$ cat config.mk
export PLATFORM = sky130hd
export DESIGN_NAME = card_integer_tokenizer_fold
export DESIGN_NICKNAME = d
export VERILOG_FILES = /design/src/sv/cif_pkg.sv /design/src/sv/cif_scan.sv /design/src/sv/cif_rsp_queue.sv /design/src/sv/card_integer_tokenizer_fold.sv
export SDC_FILE = /design/constraint.sdc
export NUM_CORES = 2
export LEC_CHECK = 0
export BUFFER_PORTS_ARGS = -buffer_cell sky130_fd_sc_hd__buf_2
export CAP_MARGIN = 20
export CELL_PAD_IN_SITES_DETAIL_PLACEMENT = 0
export CELL_PAD_IN_SITES_GLOBAL_PLACEMENT = 2
export CORE_ASPECT_RATIO = 1.75
export CORE_MARGIN = 2
export CORE_UTILIZATION = 45
export DETAILED_ROUTE_END_ITERATION = 7
export GPL_TIMING_DRIVEN = 0
export PLACE_DENSITY_LB_ADDON = 0.1
export SLEW_MARGIN = 20
export SYNTH_ARGS = -nofsm -noshare
export SYNTH_HDL_FRONTEND = slang
export SYNTH_SLANG_ARGS = --single-unit
$ cat constraint.sdc
create_clock -name clock -period 17.7 [get_ports clock]
set_clock_uncertainty 0.1 [all_clocks]
set_input_delay 3.54 -clock clock [delete_from_list [all_inputs] [get_ports clock]]
set_output_delay 3.54 -clock clock [all_outputs]
set_load 0.005 [all_outputs]
$ cat src/sv/cif_pkg.sv
// ----------------------------------------------------------------------------
// cif_pkg
// shared types and constants of the card tokenizer and fold block
// ----------------------------------------------------------------------------
`timescale 1ns / 1ps

package cif_pkg;

   localparam int COUNT_W = 11;

   // card limit reset value and hard ceiling on card size
   localparam logic [COUNT_W-1:0] CARD_LIMIT_RESET = 11'd1024;
   localparam logic [COUNT_W-1:0] MAX_CARD_BYTES   = 11'd1024;

   // request kinds
   localparam logic FUNC_DATA = 1'b0;
   localparam logic FUNC_END  = 1'b1;

   // one result item
   typedef struct packed {
      logic               event_kind;
      logic [63:0]        token_value;
      logic [1:0]         card_status;
      logic [63:0]        card_fold;
      logic [COUNT_W-1:0] card_bytes;
      logic               last;
   } result_type;

   // results produced by one request: none, first only, or first and second
   typedef struct packed {
      logic one;
      logic two;
   } push_type;

endpackage

$ cat src/sv/cif_scan.sv
// ----------------------------------------------------------------------------
// cif_scan
// per-byte fnv-1a fold, byte count and signed decimal token scanner
// ----------------------------------------------------------------------------
`timescale 1ns / 1ps

module cif_scan (
   input  logic                         clock,
   input  logic                         reset,
   input  logic                         accept,
   input  logic                         func,
   input  logic [7:0]                   octet,
   input  logic [cif_pkg::COUNT_W-1:0]  limit,
   output cif_pkg::push_type            push,
   output cif_pkg::result_type          res_a,
   output cif_pkg::result_type          res_b
);

   localparam logic [1:0] PH_IDLE   = 2'd0;
   localparam logic [1:0] PH_MINUS  = 2'd1;
   localparam logic [1:0] PH_DIGITS = 2'd2;

   localparam logic [1:0] ST_OK    = 2'd0;
   localparam logic [1:0] ST_PARSE = 2'd1;
   localparam logic [1:0] ST_SIZE  = 2'd2;
   localparam logic [1:0] ST_EMPTY = 2'd3;

   localparam logic KIND_TOKEN   = 1'b0;
   localparam logic KIND_SUMMARY = 1'b1;

   localparam logic [63:0] FOLD_BASIS    = 64'd14695981039346656037;
   localparam logic [63:0] FOLD_PRIME_LO = 64'h1B3;   // prime is 2^40 + 0x1b3
   localparam logic [63:0] MAG_TEN_LIMIT = 64'd922337203685477580;
   localparam logic [63:0] MAG_MAX       = 64'd9223372036854775807;

   logic [1:0]                  phase_ff, phase_in;
   logic                        minus_ff, minus_in;
   logic [63:0]                 mag_ff, mag_in;
   logic [63:0]                 fold_ff, fold_in;
   logic [cif_pkg::COUNT_W-1:0] count_ff, count_in;
   logic                        fail_ff, fail_in;
   logic                        size_ff, size_in;

   logic        digit;
   logic        space;
   logic        between;
   logic        tok_done;
   logic        end_tok;
   logic [63:0] dval;
   logic [63:0] mag_x10;
   logic [63:0] fold_x;
   logic [63:0] tok_val;
   logic [1:0]  status;
   cif_pkg::result_type tok_res;
   cif_pkg::result_type sum_res;

   assign digit   = (octet >= 8'h30) && (octet <= 8'h39);
   assign space   = (octet == 8'h20) || (octet == 8'h09) || (octet == 8'h0D)
                 || (octet == 8'h0A);
   assign dval    = {60'd0, octet[3:0]};
   assign mag_x10 = {mag_ff[60:0], 3'b000} + {mag_ff[62:0], 1'b0} + dval;
   assign fold_x  = fold_ff ^ {56'd0, octet};
   assign tok_val = minus_ff ? (~mag_ff + 64'd1) : mag_ff;

   // status priority: size, empty, parse, ok
   always_comb begin
      if (size_ff)
         status = ST_SIZE;
      else if (count_ff == '0)
         status = ST_EMPTY;
      else if (fail_ff || (phase_ff == PH_MINUS))
         status = ST_PARSE;
      else
         status = ST_OK;
   end

   always_comb begin
      tok_res             = '0;
      tok_res.event_kind  = KIND_TOKEN;
      tok_res.token_value = tok_val;
      tok_res.last        = 1'b1;
      sum_res             = '0;
      sum_res.event_kind  = KIND_SUMMARY;
      sum_res.card_status = status;
      sum_res.card_fold   = fold_ff;
      sum_res.card_bytes  = count_ff;
      sum_res.last        = 1'b1;
   end

   assign end_tok = !fail_ff && !size_ff && (phase_ff == PH_DIGITS);

   always_comb begin
      phase_in = phase_ff;
      minus_in = minus_ff;
      mag_in   = mag_ff;
      fold_in  = fold_ff;
      count_in = count_ff;
      fail_in  = fail_ff;
      size_in  = size_ff;
      between  = 1'b0;
      tok_done = 1'b0;
      push     = '0;
      res_a    = tok_res;
      res_b    = sum_res;
      if (accept) begin
         if (func == cif_pkg::FUNC_DATA) begin
            if (count_ff >= limit) begin
               size_in = 1'b1;
            end else begin
               fold_in  = {fold_x[23:0], 40'd0} + 64'(fold_x * FOLD_PRIME_LO);
               count_in = count_ff + 11'd1;
               if (!fail_ff) begin
                  unique case (phase_ff)
                     PH_DIGITS: begin
                        if (digit) begin
                           if (mag_ff > MAG_TEN_LIMIT) begin
                              fail_in = 1'b1;
                           end else begin
                              mag_in = mag_x10;
                              if (mag_x10 > MAG_MAX)
                                 fail_in = 1'b1;
                           end
                        end else begin
                           tok_done = 1'b1;
                           phase_in = PH_IDLE;
                           between  = 1'b1;
                        end
                     end
                     PH_MINUS: begin
                        if (digit) begin
                           mag_in   = dval;
                           phase_in = PH_DIGITS;
                        end else begin
                           fail_in = 1'b1;
                        end
                     end
                     default: between = 1'b1;
                  endcase
                  // token ending byte is rescanned from between tokens
                  if (between) begin
                     if (space) begin
                        phase_in = PH_IDLE;
                     end else if (octet == 8'h2D) begin
                        minus_in = 1'b1;
                        mag_in   = '0;
                        phase_in = PH_MINUS;
                     end else if (digit) begin
                        minus_in = 1'b0;
                        mag_in   = dval;
                        phase_in = PH_DIGITS;
                     end else begin
                        fail_in = 1'b1;
                     end
                  end
                  push.one = tok_done;
               end
            end
         end else begin
            // end of card: optional pending token, then summary, then clear
            push.one = 1'b1;
            push.two = end_tok;
            if (end_tok) begin
               res_a      = tok_res;
               res_a.last = 1'b0;
            end else begin
               res_a = sum_res;
            end
            phase_in = PH_IDLE;
            minus_in = 1'b0;
            mag_in   = '0;
            fold_in  = FOLD_BASIS;
            count_in = '0;
            fail_in  = 1'b0;
            size_in  = 1'b0;
         end
      end
   end

   always_ff @(posedge clock) begin
      if (reset) begin
         phase_ff <= PH_IDLE;
         minus_ff <= 1'b0;
         mag_ff   <= '0;
         fold_ff  <= FOLD_BASIS;
         count_ff <= '0;
         fail_ff  <= 1'b0;
         size_ff  <= 1'b0;
      end else begin
         phase_ff <= phase_in;
         minus_ff <= minus_in;
         mag_ff   <= mag_in;
         fold_ff  <= fold_in;
         count_ff <= count_in;
         fail_ff  <= fail_in;
         size_ff  <= size_in;
      end
   end

endmodule

$ cat src/sv/cif_rsp_queue.sv
// ----------------------------------------------------------------------------
// cif_rsp_queue
// four-entry result queue, takes up to two results a cycle, gives one while out_ready is high
// ----------------------------------------------------------------------------
`timescale 1ns / 1ps

module cif_rsp_queue (
   input  logic                clock,
   input  logic                reset,
   input  cif_pkg::push_type   push,
   input  cif_pkg::result_type wr_a,
   input  cif_pkg::result_type wr_b,
   output logic                room,
   output logic                out_valid,
   input  logic                out_ready,
   output cif_pkg::result_type out_data
);

   cif_pkg::result_type entry_ff [4];

   logic [1:0] wr_ptr_ff, wr_ptr_in;
   logic [1:0] rd_ptr_ff, rd_ptr_in;
   logic [2:0] count_ff, count_in;
   logic       pop;
   logic [2:0] n_push;

   assign room      = (count_ff <= 3'd2);
   assign out_valid = (count_ff != 3'd0);
   assign out_data  = entry_ff[rd_ptr_ff];
   assign pop       = out_valid && out_ready;
   assign n_push    = {1'b0, push.one && push.two, push.one && !push.two};

   always_comb begin
      wr_ptr_in = wr_ptr_ff + n_push[1:0];
      rd_ptr_in = rd_ptr_ff + {1'b0, pop};
      count_in  = count_ff + n_push - {2'd0, pop};
   end

   always_ff @(posedge clock) begin
      if (push.one)
         entry_ff[wr_ptr_ff] <= wr_a;
      if (push.one && push.two)
         entry_ff[wr_ptr_ff + 2'd1] <= wr_b;
   end

   always_ff @(posedge clock) begin
      if (reset) begin
         wr_ptr_ff <= '0;
         rd_ptr_ff <= '0;
         count_ff  <= '0;
      end else begin
         wr_ptr_ff <= wr_ptr_in;
         rd_ptr_ff <= rd_ptr_in;
         count_ff  <= count_in;
      end
   end

endmodule

$ cat src/sv/card_integer_tokenizer_fold.sv
// ----------------------------------------------------------------------------
// card_integer_tokenizer_fold: fnv-1a 64 fold and decimal tokenizer per card
// results are written to the four-entry result queue as their request is taken
// throughput: one request per cycle while the queue has room; card end with a pending
//    token makes two results, which drain one per cycle while rsp_tready is high
// reset: synchronous, clears the card state and queue, card limit to 1024
// ----------------------------------------------------------------------------
`timescale 1ns / 1ps

module card_integer_tokenizer_fold (
   input  logic          clock,
   input  logic          reset,
   // request channel
   input  logic          req_tvalid,
   output logic          req_tready,
   input  logic [7:0]    req_tdata,   // [7:0] octet
   input  logic [0:0]    req_tuser,   // [0] func
   // result channel
   output logic          rsp_tvalid,
   input  logic          rsp_tready,
   output logic [143:0]  rsp_tdata,   // [63:0] token_value, [65:64] card_status,
                                      // [129:66] card_fold, [140:130] card_bytes,
                                      // [143:141] zero
   output logic [0:0]    rsp_tuser,   // [0] event_kind
   output logic          rsp_tlast,   // last result of a request
   // card limit register
   input  logic          csr_valid,
   output logic          csr_ready,
   input  logic [10:0]   csr_wdata    // card_limit
);

   logic [cif_pkg::COUNT_W-1:0] limit_ff;
   logic [cif_pkg::COUNT_W-1:0] limit_eff;
   logic                        accept;
   logic                        room;
   cif_pkg::push_type           push;
   cif_pkg::result_type         res_a;
   cif_pkg::result_type         res_b;
   cif_pkg::result_type         head;

   // register writes are always taken
   assign csr_ready = 1'b1;

   always_ff @(posedge clock) begin
      if (reset)
         limit_ff <= cif_pkg::CARD_LIMIT_RESET;
      else if (csr_valid)
         limit_ff <= csr_wdata;
   end

   // clamp the limit into 1 .. max card bytes
   always_comb begin
      if (limit_ff == '0)
         limit_eff = 11'd1;
      else if (limit_ff > cif_pkg::MAX_CARD_BYTES)
         limit_eff = cif_pkg::MAX_CARD_BYTES;
      else
         limit_eff = limit_ff;
   end

   // a request is taken while the queue can hold two more results
   assign req_tready = room;
   assign accept     = req_tvalid && room;

   // fold, count and scan state, one request per cycle while the queue has room
   cif_scan u_scan (
      .clock  (clock),
      .reset  (reset),
      .accept (accept),
      .func   (req_tuser[0]),
      .octet  (req_tdata),
      .limit  (limit_eff),
      .push   (push),
      .res_a  (res_a),
      .res_b  (res_b)
   );

   // result queue decouples the two sides
   cif_rsp_queue u_queue (
      .clock     (clock),
      .reset     (reset),
      .push      (push),
      .wr_a      (res_a),
      .wr_b      (res_b),
      .room      (room),
      .out_valid (rsp_tvalid),
      .out_ready (rsp_tready),
      .out_data  (head)
   );

   assign rsp_tdata = {3'd0, head.card_bytes, head.card_fold, head.card_status,
                       head.token_value};
   assign rsp_tuser = head.event_kind;
   assign rsp_tlast = head.last;

endmodule

==> metrics.txt <==
worst-path maximum fanout 8; DP HPWL about 120000 um; final max-slew violation count 0; crit path cell chain clkbuf_1 > xor2_1 > ha_1 > inv_1 > fa_1 > inv_1 > ha_1 > inv_1 > fa_1 > inv_1 > ha_1 > ha_1 > nor2b_1 > o31ai_1 > a211oi_1 > o31ai_1 > a21oi_1 > nor4_1 > o21ai_1 > a2111o_1 > a31oi_1 > xor2_1 > o21ai_1; Reg area 17800 sq um; Setup CP Type input pin to register; CP peak stage delay 0.63 ns; Synth cell types 81; Max Cap Viol 0; Pwr Density 221 nW/um^2; Final min period between 9 and 10 ns; initial antenna violation count 5; Syn Inst Count between 4000 and 5000; vias in the first global route approximately 37000; Worst slew margin 23.5%; WP buf/inv 5; total I/O pin count 174; CTS clk-pin slew, worst paths roughly 0.06 ns; family with the most delay on the worst path compound AO/OA/AOI/OAI gates; Worst Max-Slew Pin Slew around 1.1 ns; die area around 110000 sq um; wire length per cell 25.3 um; largest net degree at the start of global routing 43; fraction of layout cells with a size suffix above 1 about a tenth; # H-tree levels 3; Top FF cell, synth dfxtp_1; antenna-violating nets left 0; RSZ-0062 raised after global routing no; Initial Util 45.3%; GRT Total Usage 29.9%; Worst Path Arrival roughly 10 ns; Hold-fix buffers, CTS 0; mean post-synth cell area 10.3 sq um; detailed-route DRC error count 0; EDFF count, synth 308; status finished, final reports clean; routed vias 34900; Vias/cell roughly 5.6; CTS tree yes; worst setup slack after placement 7.17 ns; post-CTS setup buffer count 0; critical path startpoint category input pin; sequential area share after synthesis 38.1%; Die H 430 um; Leakage Power 21.3 nW; final setup TNS 0 ns; P&R area growth vs syn 11.7%; CP endpoint kind register; slowest CP cell xor2_1; I/O Buffers 166; standard-cell row count 156; Die Width 247 um; Yosys warnings 0; footprint of the multi-input gates between 20000 and 30000 sq um; GP Congestion around 0.9; fillers 9794; Async S/R FF share, synth 0%; CORE AREA approximately 100000 sq um; final WL 157000 um; #FFs+latches synth 734; Root Buffer Master clkbuf_16; final count of hold timing violations 0; Skew-Pair Late Insertion Delay just under 0.7 ns; Fmax 0.101 GHz; clk buf depth 3; Peak VDD IR between 200 and 250 uV; # setup viols final 0; Final Worst Setup Slack about 7.8 ns; antenna cells 0; total CTS buffers 75; clock sinks 734; Post-Synthesis Cell Area 46700 sq um; Post-layout nets 5359; WP data required 18.15 ns; first drt pass iteration count 5; Hold Crit Class register to register; total gr overflow 0; 1st-iter DRT viols 1586; Final Cycle Share a little under three fifths; first-pass GRT wire length 234000 um; post-CTS resize count 0
[through the flow]
step	total power (W)	instance area, sq um	hold WS, ns	utilization (%)	std cells
6_report	0.0115	52100	0.348	50.6	6175
2_1_floorplan	0.00743	46700	0.319	-	4518
3_3_place_gp	0.00983	49200	0.328	47.7	6027
5_1_grt	0.0125	52100	0.369	50.6	6175
3_5_place_dp	0.00985	49500	0.342	48.0	6038
4_1_cts	0.0116	52100	0.355	50.6	6175
[worst reg2reg max path: cells and delay by family (launching register included)]
family                     cells  cell delay (ns)
AOI/OAI and AO/OA              8             2.53
xor gates and xnor gates       2             0.90
adders and majority gates      6             2.21
buffers and inverters          4             0.26
DFF                            1             0.53
and+or+nand+nor                2             0.76
[cells by family after synthesis]
| logic type | synth area share, % |
|---|---|
| other | 0.0161 |
| adder cells (fa/ha/maj) | 19.1 |
| multiplexers | 7.29 |
| AO/OA/AOI/OAI | 12.4 |
| XOR/XNOR | 3.87 |
| flip-flops | 38.1 |
| buffers and inverters | 5.31 |
| AND/OR/NAND/NOR | 13.9 |
[synth_stat cells (7+ instances only)]
cell / number / area share [%]
a211oi_1: 22 / 0.35
a21o_1: 94 / 1.5
a21oi_1: 186 / 2.0
a22o_1: 9 / 0.17
a22oi_1: 21 / 0.34
a31oi_1: 23 / 0.31
a41oi_1: 7 / 0.13
and2_1: 240 / 3.2
and3_1: 21 / 0.28
and4_1: 7 / 0.13
buf_1: 38 / 0.31
buf_2: 11 / 0.12
clkbuf_1: 197 / 1.6
dfxtp_1: 426 / 18
edfxtp_1: 308 / 20
fa_1: 251 / 11
ha_1: 311 / 8.3
inv_1: 400 / 3.2
mux2i_1: 18 / 0.39
mux4_2: 143 / 6.9
nand2_1: 280 / 2.3
nand2b_1: 14 / 0.19
nand3_1: 233 / 2.5
nand4_1: 44 / 0.59
nor2_1: 210 / 1.7
nor2b_1: 98 / 1.3
nor3_1: 41 / 0.44
nor4_1: 17 / 0.23
o211ai_1: 12 / 0.19
o21a_1: 17 / 0.27
o21ai_0: 334 / 3.6
o21ai_1: 32 / 0.34
o21bai_1: 23 / 0.37
o2bb2ai_1: 61 / 1.1
o31ai_1: 25 / 0.40
o41ai_1: 8 / 0.15
or2_2: 14 / 0.19
or3_1: 12 / 0.16
or4_1: 11 / 0.18
xnor2_1: 134 / 2.5
xor2_1: 72 / 1.4
[flip-flops by register name (all words and copies together), names as in the netlist, 3 cells and up]
name,cells
u_queue.count_ff,3
u_queue.entry_ff,572
limit_ff,11
u_scan.mag_ff,64
u_scan.count_ff,11
u_scan.fold_ff,64
[layer usage]
layer  wire, um  global-route usage [%]  up-vias
li1           -                       -    16400
met1      52600                    29.2    17300
met2      85700                    57.1      762
met3       4920                    3.13      361
met4      13300                    21.6        4
met5         24                       0        -
[layout by cell type, fill, tap and decap left out, types with 94 or more instances in the layout]
cell type	count
a21o_1	94
a21oi_1	185
and2_1	240
buf_2	177
clkbuf_1	206
dfxtp_1	426
edfxtp_1	308
fa_1	251
ha_1	311
inv_1	399
mux4_2	143
nand2_1	277
nand3_1	233
nor2_1	208
nor2b_1	98
o21ai_0	334
xnor2_1	134
[area by class of cell]
cell class                 instances  share of cell area [%]
buffer                           251                    1.88
sequential                       734                    34.1
tap                             1343                    3.22
clock buffer                      99                    4.05
timing repair buffer             177                    2.06
inverter                         400                    2.89
multi-input combinational       3133                    50.8
clock inverter                    38                   0.982
[where the power goes]
part           internal, W  switching, W  total, W  leakage (nW)
registers          0.00181     0.0000750   0.00189          6.19
clock network     0.000970      0.000746   0.00172          1.26
logic              0.00304       0.00489   0.00794          13.9
total              0.00583       0.00572    0.0115          21.3
[worst paths after layout]
path,to,start,slack (ns),depth (start not counted)
setup / recovery,u_scan.fold_ff[61],req_tdata[0],7.80,23
hold / removal,u_queue.entry_ff[3][142],u_queue.entry_ff[3][142],0.35,2
setup reg to reg,u_scan.fold_ff[61],u_scan.fold_ff[5],10.28,22
hold reg to reg,u_queue.entry_ff[3][142],u_queue.entry_ff[3][142],0.35,2
Power figures use the tool's default switching activity.
